**config.mk**
```make
export PLATFORM = sky130hd
export DESIGN_NAME = piecewise_linear_color_map
export DESIGN_NICKNAME = d
export VERILOG_FILES = /design/src/rtl/core/plcm_pkg.sv /design/src/rtl/core/plcm_ram.sv /design/src/rtl/core/plcm_mix.sv /design/src/rtl/core/piecewise_linear_color_map.sv
export SDC_FILE = /design/constraint.sdc
export NUM_CORES = 2
export LEC_CHECK = 0
export BUFFER_PORTS_ARGS = -buffer_cell sky130_fd_sc_hd__buf_2
export CAP_MARGIN = 20
export CORE_MARGIN = 10
export CORE_UTILIZATION = 50
export DETAILED_ROUTE_END_ITERATION = 10
export PLACE_DENSITY = 0.66
export SYNTH_ARGS = -nofsm -noshare
export SYNTH_HDL_FRONTEND = slang
export SYNTH_HIERARCHICAL = 1
export SYNTH_SLANG_ARGS = --single-unit
```
**constraint.sdc**
```tcl
create_clock -name i_clk -period 9.1 [get_ports i_clk]
set_input_delay 2.275 -clock i_clk [delete_from_list [all_inputs] [get_ports i_clk]]
set_output_delay 2.275 -clock i_clk [all_outputs]
set_load 0.01 [all_outputs]
```
**src/rtl/core/plcm_pkg.sv**
```systemverilog
package plcm_pkg;

    // configuration port
    localparam int unsigned CFG_DATA_W = 33;
    localparam int unsigned CFG_IDX_W  = 2;

    // fixed field widths
    localparam int unsigned RANGE_W    = 16;
    localparam int unsigned SPAN_W     = 33;
    localparam int unsigned NCOL_W     = 5;
    localparam int unsigned ENTRY_W    = 4;
    localparam int unsigned FRAC_W     = 16;
    localparam int unsigned CHAN_W     = 8;

    typedef enum logic [CFG_IDX_W-1:0] {
        REG_RANGE_MIN  = 2'd0,
        REG_RANGE_MAX  = 2'd1,
        REG_SPAN_SCALE = 2'd2,
        REG_NUM_COLORS = 2'd3
    } t_cfg_reg;

    typedef enum logic {
        OP_MAP   = 1'b0,
        OP_WRITE = 1'b1
    } t_op;

    typedef struct packed {
        logic [CHAN_W-1:0] red;
        logic [CHAN_W-1:0] green;
        logic [CHAN_W-1:0] blue;
        logic [CHAN_W-1:0] alpha;
    } t_color;

endpackage

```
**src/rtl/core/plcm_ram.sv**
```systemverilog
module plcm_ram #(
    parameter int unsigned WIDTH = 32,
    parameter int unsigned DEPTH = 16
) (
    input  logic                     i_clk,
    input  logic                     i_we,
    input  logic [$clog2(DEPTH)-1:0] i_waddr,
    input  logic [WIDTH-1:0]         i_wdata,
    input  logic                     i_re,
    input  logic [$clog2(DEPTH)-1:0] i_raddr,
    output logic [WIDTH-1:0]         o_rdata
);

    logic [WIDTH-1:0] r_mem [DEPTH];
    logic [WIDTH-1:0] r_rdata;

    always_ff @(posedge i_clk) begin
        if (i_we) begin
            r_mem[i_waddr] <= i_wdata;
        end
        if (i_re) begin
            r_rdata <= r_mem[i_raddr];
        end
    end

    assign o_rdata = r_rdata;

endmodule

```
**src/rtl/core/plcm_mix.sv**
```systemverilog
module plcm_mix (
    input  plcm_pkg::t_color           i_color_a,
    input  plcm_pkg::t_color           i_color_b,
    input  logic [plcm_pkg::FRAC_W-1:0] i_frac,
    output plcm_pkg::t_color           o_color
);

    import plcm_pkg::*;

    localparam int unsigned LANES = 4;
    localparam int unsigned PW    = CHAN_W + FRAC_W + 3;

    logic [CHAN_W-1:0]    lane_a [LANES];
    logic [CHAN_W-1:0]    lane_b [LANES];
    logic [CHAN_W-1:0]    lane_y [LANES];
    logic signed [CHAN_W:0] delta [LANES];
    logic signed [PW-1:0] acc   [LANES];
    logic signed [PW-1:0] quot  [LANES];

    assign lane_a[0] = i_color_a.red;
    assign lane_a[1] = i_color_a.green;
    assign lane_a[2] = i_color_a.blue;
    assign lane_a[3] = i_color_a.alpha;
    assign lane_b[0] = i_color_b.red;
    assign lane_b[1] = i_color_b.green;
    assign lane_b[2] = i_color_b.blue;
    assign lane_b[3] = i_color_b.alpha;

    // per channel: a + floor(((b - a) * frac + half) / 2^16)
    always_comb begin
        for (int k = 0; k < LANES; k++) begin
            delta[k] = signed'({1'b0, lane_b[k]}) - signed'({1'b0, lane_a[k]});
            acc[k]   = PW'(delta[k]) * PW'(signed'({1'b0, i_frac}))
                     + PW'(signed'({1'b0, 1'b1, {(FRAC_W-1){1'b0}}}));
            quot[k]  = acc[k] >>> FRAC_W;
            lane_y[k] = lane_a[k] + quot[k][CHAN_W-1:0];
        end
    end

    assign o_color.red   = lane_y[0];
    assign o_color.green = lane_y[1];
    assign o_color.blue  = lane_y[2];
    assign o_color.alpha = lane_y[3];

endmodule

```
**src/rtl/core/piecewise_linear_color_map.sv**
```systemverilog
// piecewise linear color map
// maps a signed sample onto a palette of up to MAX_COLORS rgba8888 entries
// input channel: i_valid / o_stall carries one request per cycle while o_stall is low;
//   op 0 maps i_sample to a color, op 1 stores i_entry_color at i_entry_index
// output channel: o_valid / i_stall carries one color per map request;
//   palette writes produce no output
// config port: i_cfg_we with i_cfg_index / i_cfg_data, written while idle
// pipeline: a map request gets its range check at the accepting edge, then
//   span multiply, segment multiply, palette read and channel blend into the
//   output register
// throughput: one request per cycle while i_stall does not hold the output, set by the
//   pipeline stages and the palette's two mirrored read ports; palette writes are
//   applied at the read stage so earlier maps see the old entry and later maps the new one
// reset: synchronous, active low; empties the pipeline and loads the range,
//   span scale and color count defaults; palette contents stay undefined until written
// stall: each stage holds only while the one after it is full and held, so
//   bubbles close up and requests keep entering while a result waits
module piecewise_linear_color_map #(
    parameter int unsigned MAX_COLORS  = 16,
    parameter int unsigned SAMPLE_BITS = 16
) (
    input  logic                              i_clk,
    input  logic                              i_rst_n,
    // configuration write port
    input  logic                              i_cfg_we,
    input  logic [plcm_pkg::CFG_IDX_W-1:0]    i_cfg_index,
    input  logic [plcm_pkg::CFG_DATA_W-1:0]   i_cfg_data,
    // request channel
    input  logic                              i_valid,
    output logic                              o_stall,
    input  logic                              i_op,
    input  logic signed [SAMPLE_BITS-1:0]     i_sample,
    input  logic [plcm_pkg::ENTRY_W-1:0]      i_entry_index,
    input  logic [31:0]                       i_entry_color,
    // result channel
    output logic                              o_valid,
    input  logic                              i_stall,
    output logic                              o_valid_res,
    output logic [plcm_pkg::CHAN_W-1:0]       o_red,
    output logic [plcm_pkg::CHAN_W-1:0]       o_green,
    output logic [plcm_pkg::CHAN_W-1:0]       o_blue,
    output logic [plcm_pkg::CHAN_W-1:0]       o_alpha
);

    import plcm_pkg::*;

    localparam int unsigned IDX_W = $clog2(MAX_COLORS);
    // sample and bounds compared at a common signed width, one bit of headroom
    localparam int unsigned EXT_W = ((SAMPLE_BITS > RANGE_W) ? SAMPLE_BITS : RANGE_W) + 1;
    localparam int unsigned P_W   = FRAC_W + IDX_W;

    // configuration registers
    logic signed [RANGE_W-1:0] r_range_min;
    logic signed [RANGE_W-1:0] r_range_max;
    logic [SPAN_W-1:0]         r_span_scale;
    logic [NCOL_W-1:0]         r_num_colors;

    always_ff @(posedge i_clk) begin
        if (!i_rst_n) begin
            r_range_min  <= '0;
            r_range_max  <= RANGE_W'(32767);
            r_span_scale <= SPAN_W'(131076);
            r_num_colors <= NCOL_W'(2);
        end else if (i_cfg_we) begin
            case (t_cfg_reg'(i_cfg_index))
                REG_RANGE_MIN:  r_range_min  <= i_cfg_data[RANGE_W-1:0];
                REG_RANGE_MAX:  r_range_max  <= i_cfg_data[RANGE_W-1:0];
                REG_SPAN_SCALE: r_span_scale <= i_cfg_data[SPAN_W-1:0];
                REG_NUM_COLORS: r_num_colors <= i_cfg_data[NCOL_W-1:0];
                default: ;
            endcase
        end
    end

    // last segment index: clamp(num_colors, 2, MAX_COLORS) - 1
    logic [IDX_W-1:0] last_idx;
    always_comb begin
        if (r_num_colors < NCOL_W'(2)) begin
            last_idx = IDX_W'(1);
        end else if (32'(r_num_colors) > MAX_COLORS) begin
            last_idx = IDX_W'(MAX_COLORS - 1);
        end else begin
            last_idx = IDX_W'(r_num_colors - NCOL_W'(1));
        end
    end

    // stage enables, back to front: a stage loads when empty or moving on
    logic en_out, en4, en3, en2, en1;
    logic r_v1, r_v2, r_v3, r_v4;

    assign en_out = !o_valid || !i_stall;
    assign en4    = !r_v4 || en_out;
    assign en3    = !r_v3 || en4;
    assign en2    = !r_v2 || en3;
    assign en1    = !r_v1 || en2;
    assign o_stall = !en1;

    // stage 0 logic: range check and offset from range_min
    logic signed [EXT_W-1:0] t_ext, min_ext, max_ext, diff_s;
    logic [32:0]             diff33;
    logic                    in_range, sat0;

    assign t_ext   = EXT_W'(i_sample);
    assign min_ext = EXT_W'(r_range_min);
    assign max_ext = EXT_W'(r_range_max);
    assign diff_s  = t_ext - min_ext;
    assign diff33  = 33'(unsigned'(diff_s));
    assign in_range = (t_ext >= min_ext) && (t_ext <= max_ext);
    // product surely at or above 2^32 when either operand has bit 32 set
    assign sat0 = (r_span_scale[SPAN_W-1] && (diff33 != 33'd0))
               || (diff33[32] && (r_span_scale != '0));

    // stage 1: offset registered for the span multiply
    logic               r_wr1, r_inr1, r_sat1;
    logic [31:0]        r_diff1;
    logic [ENTRY_W-1:0] r_eidx1;
    logic [31:0]        r_ecol1;

    always_ff @(posedge i_clk) begin
        if (!i_rst_n) begin
            r_v1 <= 1'b0;
        end else if (en1) begin
            r_v1 <= i_valid;
        end
    end

    always_ff @(posedge i_clk) begin
        if (en1) begin
            r_wr1   <= (t_op'(i_op) == OP_WRITE);
            r_inr1  <= in_range;
            r_sat1  <= sat0;
            r_diff1 <= diff33[31:0];
            r_eidx1 <= i_entry_index;
            r_ecol1 <= i_entry_color;
        end
    end

    // stage 2: position product offset * span_scale
    logic               r_wr2, r_inr2, r_sat2;
    logic [63:0]        r_prod2;
    logic [ENTRY_W-1:0] r_eidx2;
    logic [31:0]        r_ecol2;

    always_ff @(posedge i_clk) begin
        if (!i_rst_n) begin
            r_v2 <= 1'b0;
        end else if (en2) begin
            r_v2 <= r_v1;
        end
    end

    always_ff @(posedge i_clk) begin
        if (en2) begin
            r_wr2   <= r_wr1;
            r_inr2  <= r_inr1;
            r_sat2  <= r_sat1;
            r_prod2 <= 64'(r_diff1) * 64'(r_span_scale[31:0]);
            r_eidx2 <= r_eidx1;
            r_ecol2 <= r_ecol1;
        end
    end

    // q0.16 position, saturated to all ones
    logic [FRAC_W-1:0] pos_u;
    assign pos_u = (r_sat2 || (r_prod2[63:32] != 32'd0)) ? '1 : r_prod2[31:16];

    // stage 3: segment product position * (num_colors - 1)
    logic               r_wr3, r_inr3;
    logic [P_W-1:0]     r_p3;
    logic [ENTRY_W-1:0] r_eidx3;
    logic [31:0]        r_ecol3;

    always_ff @(posedge i_clk) begin
        if (!i_rst_n) begin
            r_v3 <= 1'b0;
        end else if (en3) begin
            r_v3 <= r_v2;
        end
    end

    always_ff @(posedge i_clk) begin
        if (en3) begin
            r_wr3   <= r_wr2;
            r_inr3  <= r_inr2;
            r_p3    <= P_W'(pos_u) * P_W'(last_idx);
            r_eidx3 <= r_eidx2;
            r_ecol3 <= r_ecol2;
        end
    end

    // palette access: writes and reads both happen here, in request order
    logic [IDX_W-1:0]  seg_idx, addr_a, addr_b, waddr;
    logic [FRAC_W-1:0] seg_frac;
    logic              at_last, pal_we, pal_re, widx_ok;

    assign seg_idx  = r_p3[P_W-1:FRAC_W];
    assign at_last  = (seg_idx >= last_idx);
    assign addr_a   = at_last ? last_idx : seg_idx;
    assign addr_b   = at_last ? last_idx : seg_idx + IDX_W'(1);
    assign seg_frac = at_last ? '0 : r_p3[FRAC_W-1:0];

    // indexes at or beyond the palette depth are dropped
    assign widx_ok = (32'(r_eidx3) < MAX_COLORS);
    assign waddr   = IDX_W'(r_eidx3);
    assign pal_we  = en4 && r_v3 && r_wr3 && widx_ok;
    assign pal_re  = en4 && r_v3 && !r_wr3;

    logic [31:0] rd_a, rd_b;

    // two mirrored copies give the two read ports
    plcm_ram #(
        .WIDTH (32),
        .DEPTH (MAX_COLORS)
    ) u_pal_a (
        .i_clk   (i_clk),
        .i_we    (pal_we),
        .i_waddr (waddr),
        .i_wdata (r_ecol3),
        .i_re    (pal_re),
        .i_raddr (addr_a),
        .o_rdata (rd_a)
    );

    plcm_ram #(
        .WIDTH (32),
        .DEPTH (MAX_COLORS)
    ) u_pal_b (
        .i_clk   (i_clk),
        .i_we    (pal_we),
        .i_waddr (waddr),
        .i_wdata (r_ecol3),
        .i_re    (pal_re),
        .i_raddr (addr_b),
        .o_rdata (rd_b)
    );

    // stage 4: palette data arrives, blend weight alongside
    logic              r_inr4;
    logic [FRAC_W-1:0] r_frac4;

    always_ff @(posedge i_clk) begin
        if (!i_rst_n) begin
            r_v4 <= 1'b0;
        end else if (en4) begin
            // write requests end at the palette
            r_v4 <= r_v3 && !r_wr3;
        end
    end

    always_ff @(posedge i_clk) begin
        if (en4) begin
            r_inr4  <= r_inr3;
            r_frac4 <= seg_frac;
        end
    end

    t_color blend;

    plcm_mix u_mix (
        .i_color_a (t_color'(rd_a)),
        .i_color_b (t_color'(rd_b)),
        .i_frac    (r_frac4),
        .o_color   (blend)
    );

    // output register, zero color for out of range samples
    logic   r_valid, r_valid_res;
    t_color r_color;

    always_ff @(posedge i_clk) begin
        if (!i_rst_n) begin
            r_valid <= 1'b0;
        end else if (en_out) begin
            r_valid <= r_v4;
        end
    end

    always_ff @(posedge i_clk) begin
        if (en_out) begin
            r_valid_res <= r_inr4;
            r_color     <= r_inr4 ? blend : '0;
        end
    end

    assign o_valid     = r_valid;
    assign o_valid_res = r_valid_res;
    assign o_red       = r_color.red;
    assign o_green     = r_color.green;
    assign o_blue      = r_color.blue;
    assign o_alpha     = r_color.alpha;

endmodule

```
Word-level counts from Yosys, hierarchy flattened
Memories as Yosys holds them, arrays and structs flattened. A register that Yosys moved wholly into a read port is not among the register bits.
Cells that the tools add are included.
Cells by class
  add/subtract/negate cells: 15
  multiply operators: 6
  magnitude comparators: 5
  eq/ne operators: 3
  muxes and demuxes: 7
  reduce and logical (&&, ||, !) cells: 27
Operators by type and width (count)
  24-bit by 17-bit adder with 24-bit output, second input constant: 4
  9-bit by 17-bit multiplier with 24-bit output: 4
  17-bit by 32-bit multiplier with 49-bit output: 1
  8-bit by 8-bit subtractor with 9-bit output: 4
  33-bit nonzero test: 1
  8-bit adder: 4
  32-bit nonzero test: 1
  16-bit by 4-bit multiplier with 20-bit output: 1
  16-bit by 16-bit subtractor with 17-bit output: 1
  16-bit greater-or-equal comparator: 1
  16-bit <= comparator: 1
  16-bit two-way mux: 1
  4-bit two-way mux: 4
  1-bit logical NOT: 8
  2-bit AND reduction: 4
  1-bit logical AND: 6
  1-bit logical OR: 6
  5-bit > comparator, second input constant: 1
  5-bit by 2-bit < comparator with 1-bit output, second input constant: 1
  4-bit by 1-bit adder with 4-bit output, second input constant: 1
  2-bit equality test, second input constant: 2
  4-bit greater-or-equal comparator: 1
  4-bit by 1-bit subtractor with 4-bit output, second input constant: 1
  2-bit by 1-bit equality test with 1-bit output, second input constant: 1
  other kinds (2): 3
Word-level totals
  flip-flop bits (word level): 342
  RAM bits: 1024
  input port bits: 93
  output and inout port bits: 35
  logic and storage cells: 98
  memories kept: 2
Memories
  u_pal_a.r_mem: words 16, bits a word 32, rd ports 1, clocked after memory_dff 1, wr ports 1, line plcm_ram.sv:14  | logic [WIDTH-1:0] r_mem [DEPTH];
  u_pal_b.r_mem: words 16, bits a word 32, rd ports 1, clocked after memory_dff 1, wr ports 1, line plcm_ram.sv:14

Longest topological paths before layout
  depth in word-level cells: 7
  gate-level depth with buffers: 37
  gate-level depth less buffers: 36

Hierarchy
The synthesis kept the hierarchy.
By module, submodules not included
  piecewise_linear_color_map: times used 1, cells each 2912, area each 29729.8 sq um, sequential area each 8588.2 sq um
  plcm_ram (u_pal_b): times used 1, cells each 838, area each 20174.3 sq um, sequential area each 16335.7 sq um
  plcm_ram (u_pal_a): times used 1, cells each 838, area each 20155.6 sq um, sequential area each 16335.7 sq um
  plcm_mix: times used 1, cells each 2137, area each 19159.6 sq um, sequential area each 0.0 sq um

Least setup slack after synthesis
No wires, ideal clock.
  kind: flip-flop to flip-flop
  from: reg u_pal_a.r_rdata[16], in the netlist u_pal_a/o_rdata[16] (read register of u_pal_a.r_mem)
  to: reg r_color (netlist bit o_green[7]), data pin
  data arrival time: 7577 ps
  data required time: 8845 ps
  setup slack: 1268 ps
  cell stages (with the launch flop): 32
  path buffers: 1
  cell sequence: edfxtp_1 > ha_1 > fa_1 > nor2b_1 > o21ai_1 > a21boi_1 > o21ai_0 > nor2b_1 > xnor2_1 > clkbuf_1 > and2_1 > fa_1 > fa_1 > fa_1 > fa_1 > fa_1 > ha_1 > nand3_1 > or2_2 > a211oi_1 > o21ai_2 > nand2_1 > xor2_1 > ha_1 > a21o_1 > a21oi_1 > nor2b_1 > o21a_1 > o41ai_1 > xnor2_1 > xnor3_1 > and2_1
RTL lines
  start: declaration: line plcm_ram.sv:15  | logic [WIDTH-1:0] r_rdata;
  end signal: assignment: line piecewise_linear_color_map.sv:281  | r_color <= r_inr4 ? blend : '0;
  end: declaration: line piecewise_linear_color_map.sv:268  | t_color r_color;

==> out/qor.yml <==
sta:
  setup_slack_ns: 0.575
  post-route-period-util_pct: 93.7
  fin_skew_ns: 0.0648
  relSlewSlack_pct: 25.4
  rsz0062_at_grt: "false"
  period_minus_slack_ns: 8.52
  hold_viol_final: 0
  finalSetupTns_ns: 0
  setup_violations: 0
  max_freq_mhz: 117
  slew_viol_final: 0
  worstMarginPinSlew_ns: 1.12
synth:
  syn_avg_cell_area_um2: 13.3
  ys_seq_area_share_pct: 46.2
  netlist_area_um2: 89200
  yosys.area.top_type: "edfxtp_1"
  yosysMostFrequentCell: "edfxtp_1"
  synth_cells: 6725
  yosys-top-cells-area: "edfxtp_1 45%, fa_1 20%, ha_1 6.6%"
  synth-edff-count: 1324
  yosys.area.top_type_share_pct: 44.6
  ys_warn_count: 6
  synth_common_cells: "1324 x edfxtp_1, 940 x inv_1, 876 x fa_1"
  async_flop_share_pct: 0
  ys.flop_type: "edfxtp_1"
  synth_cell_types: 73
  ys_seq_elements: 1399
  synth.net_count: 8162
grt:
  grt_util_met2_pct: 35.2
  grt_use_total_pct: 21.4
  gr-total-overflow: 0
  met1_usage_pct: 29.6
  grt_first_pass_wirelength_um: 327000
  grt_max_degree: 89
  grt_pass1_vias: 55100
  grt_busiest_layer: "met2"
  antenna_found_initial: 11
  met3_usage_pct: 3.12
routing:
  first_pass_iters: 5
  drc_errors: 0
  drtAntennaViolNets: 0
  num_vias: 52300
  wl_per_cell_um: 22.4
  drt_iter0_drc: 4084
  detail_route.wirelength_um: 208000
  vias_per_cell: 5.62
setup_path:
  crit_fanout: 14
  crit_path_max_incr_delay_ns: 0.50
  endpoint: "o_blue[7]$_SDFFCE_PN0P_"
  required_ns: 9.66
  r2r_setup_slack_ns: 0.58
  critPathSlowestCell: "fa_1"
  critPathMostFrequentCell: "inv_1"
  worstSetupPathType: "reg2reg"
  worst_r2r_startpoint: "u_pal_a/o_rdata[9]$_DFFE_PP_"
  r2r_end: "o_blue[7]$_SDFFCE_PN0P_"
  end_kind: "flop"
  crit_path_start_kind: "flop"
  arrival_ns: 9.08
  crit_start: "u_pal_a/o_rdata[9]$_DFFE_PP_"
  worst_r2r_path_depth: 35
min_path:
  hold_path_class: "reg2reg"
  holdCritStartpoint: "r_ecol2[3]$_DFFE_PP_"
clock_tree:
  cts_tree: "built"
  clockBufferDepth: 3
  post-cts-setup-buffers: 0
  path_clk_slew_ns: 0.06
  tritoncts.num_buffers: 140
  clock-root-buffer: "clkbuf_16"
  clk_latency_ns: 0.80
  htree_levels: 4
  numClockSinks: 1399
finish:
  final_nets: 8294
  drive_gt1_share_pct: 12.2
  synthToLayoutAreaGrowth_pct: 9.80
  fillCellCount: 14300
floorplanning:
  pin_count: 128
  initial_core_util_pct: 50.4
  core_um2: 177000
  die_height_um: 442
  die-area_um2: 196000
  row_count: 154
  die_x_um: 442
placed_design:
  gp_congestion: 0.894
  dpl.hpwl_um: 144000
  port_buffers: 127
  pre_cts_ws_ns: 0.659
run:
  maxCapViolations: 0
run_status:
  status: "finished, final reports clean"
-- worst max-delay path, delay by kind of cell, from the launching register on --
family,cells,cell delay (ns)
AOI/OAI and AO/OA,8,1.72
xor gates and xnor gates,3,0.75
adders and majority gates,8,2.82
buffers and inverters,6,0.59
DFF,1,0.44
and+or+nand+nor,10,1.93
-- layout make-up --
type                    instances  area [µm²]  share of cell area (%)
flip-flops and latches       1399       41300                    42.1
multi-input cells            4075       43500                    44.4
clock buffers                 176        3700                    3.78
inverters                     941        3530                    3.61
well taps                    2340        2930                    2.99
diodes                          3        7.51                 0.00766
clock inverters                76         816                   0.833
repair buffers                300        2220                    2.26
-- per-stage QoR --
stage | hold slack, ns | instances | cell area [µm²] | utilization (%)
after floorplan | 0.400 | 6725 | 89200 | -
after global placement | 0.401 | 9044 | 93200 | 52.7
after detailed placement | 0.405 | 9044 | 93200 | 52.7
after CTS | 0.410 | 9296 | 97700 | 55.2
after global routing | 0.413 | 9307 | 98000 | 55.4
final | 0.407 | 9310 | 98000 | 55.4
-- cells in the final DEF (no fill, tap or decap), types with 8 or more instances in the layout --
| master | netlist | layout |
|---|---|---|
| nor3_2 | 0 | 9 |
| clkbuf_16 | 0 | 143 |
| buf_4 | 20 | 154 |
| buf_2 | 16 | 127 |
| mux4_2 | 256 | 256 |
| nor2_4 | 0 | 27 |
| buf_16 | 0 | 8 |
| buf_12 | 0 | 8 |
| o21ai_1 | 25 | 25 |
| o211ai_1 | 20 | 20 |
| fa_1 | 876 | 876 |
| or2_2 | 31 | 31 |
| nand2_1 | 691 | 689 |
| clkinv_2 | 0 | 24 |
| ha_1 | 468 | 468 |
| a31oi_1 | 10 | 10 |
| nor2_1 | 165 | 137 |
| a211oi_1 | 11 | 10 |
| nand4_1 | 20 | 20 |
| xor2_1 | 52 | 52 |
| a21boi_0 | 14 | 14 |
| o21a_1 | 16 | 16 |
| nand3_1 | 46 | 46 |
| nor2b_1 | 46 | 42 |
| o21ai_0 | 86 | 86 |
| clkinv_1 | 0 | 20 |
| edfxtp_1 | 1324 | 1324 |
| nand2b_1 | 135 | 135 |
| xnor2_1 | 98 | 98 |
| dfxtp_1 | 75 | 75 |
| and3_1 | 54 | 54 |
| a21o_1 | 62 | 60 |
| a22oi_1 | 129 | 129 |
| o21bai_1 | 12 | 12 |
| inv_1 | 940 | 939 |
| clkbuf_1 | 253 | 33 |
| nor3_1 | 32 | 23 |
| a21boi_1 | 43 | 43 |
| and2_1 | 469 | 469 |
| a21oi_1 | 112 | 109 |
-- cell families (layout without fill, tap and decap cells) --
| family | Yosys count | after routing | share of synthesized area (%) |
|---|---|---|---|
| AND/OR/NAND/NOR | 1735 | 1735 | 9.73 |
| flip-flops | 1399 | 1399 | 46.2 |
| adder cells (fa/ha/maj) | 1344 | 1344 | 26.2 |
| buffers and inverters | 1251 | 1493 | 5.39 |
| AO/OA/AOI/OAI | 580 | 580 | 4.33 |
| multiplexers | 263 | 263 | 6.54 |
| XOR/XNOR | 153 | 153 | 1.55 |
| other | 0 | 3 | 0 |
-- registers in the layout, summed over array words and instances, names as in the netlist, 5 cells and up --
signal	cells
r_range_max	16
r_ecol1	32
r_ecol2	32
o_red	8
r_span_scale	33
u_pal_a/o_rdata	32
r_prod2	33
o_green	8
r_diff1	17
r_num_colors	5
r_ecol3	32
u_pal_b/r_mem	512
r_frac4	16
u_pal_b/o_rdata	32
o_blue	8
u_pal_a/r_mem	512
r_p3	20
o_alpha	8
r_range_min	16
-- routing by layer --
| metal | up-vias | part of all wire (%) |
|---|---|---|
| met4 | 2 | 2.8 |
| met1 | 27200 | 42 |
| met5 | - | 0.0048 |
| li1 | 23100 | - |
| met2 | 1726 | 49 |
| met3 | 307 | 6.6 |
-- what timing repair did --
| item | CTS | global route |
|---|---|---|
| hold buffers | 0 | 0 |
| resized for setup | 0 | 1 |
| endpoints found under the hold margin | 0 | 0 |
| setup endpoints to repair | 0 | 1 |
-- how the worst min path moves through the flow --
stage	to	slack (ns)	depth (start not counted)
2_1_floorplan	r_ecol2[0]$_DFFE_PP_	0.40	0
3_3_place_gp	r_ecol3[16]$_DFFE_PP_	0.40	0
3_5_place_dp	r_ecol2[9]$_DFFE_PP_	0.40	0
4_1_cts	r_ecol3[3]$_DFFE_PP_	0.41	0
5_1_grt	r_ecol3[3]$_DFFE_PP_	0.41	0
6_report	r_ecol3[3]$_DFFE_PP_	0.41	0
Power is not shown: default switching activity piles up to over one toggle a cycle in this logic, so the estimate is an artifact.
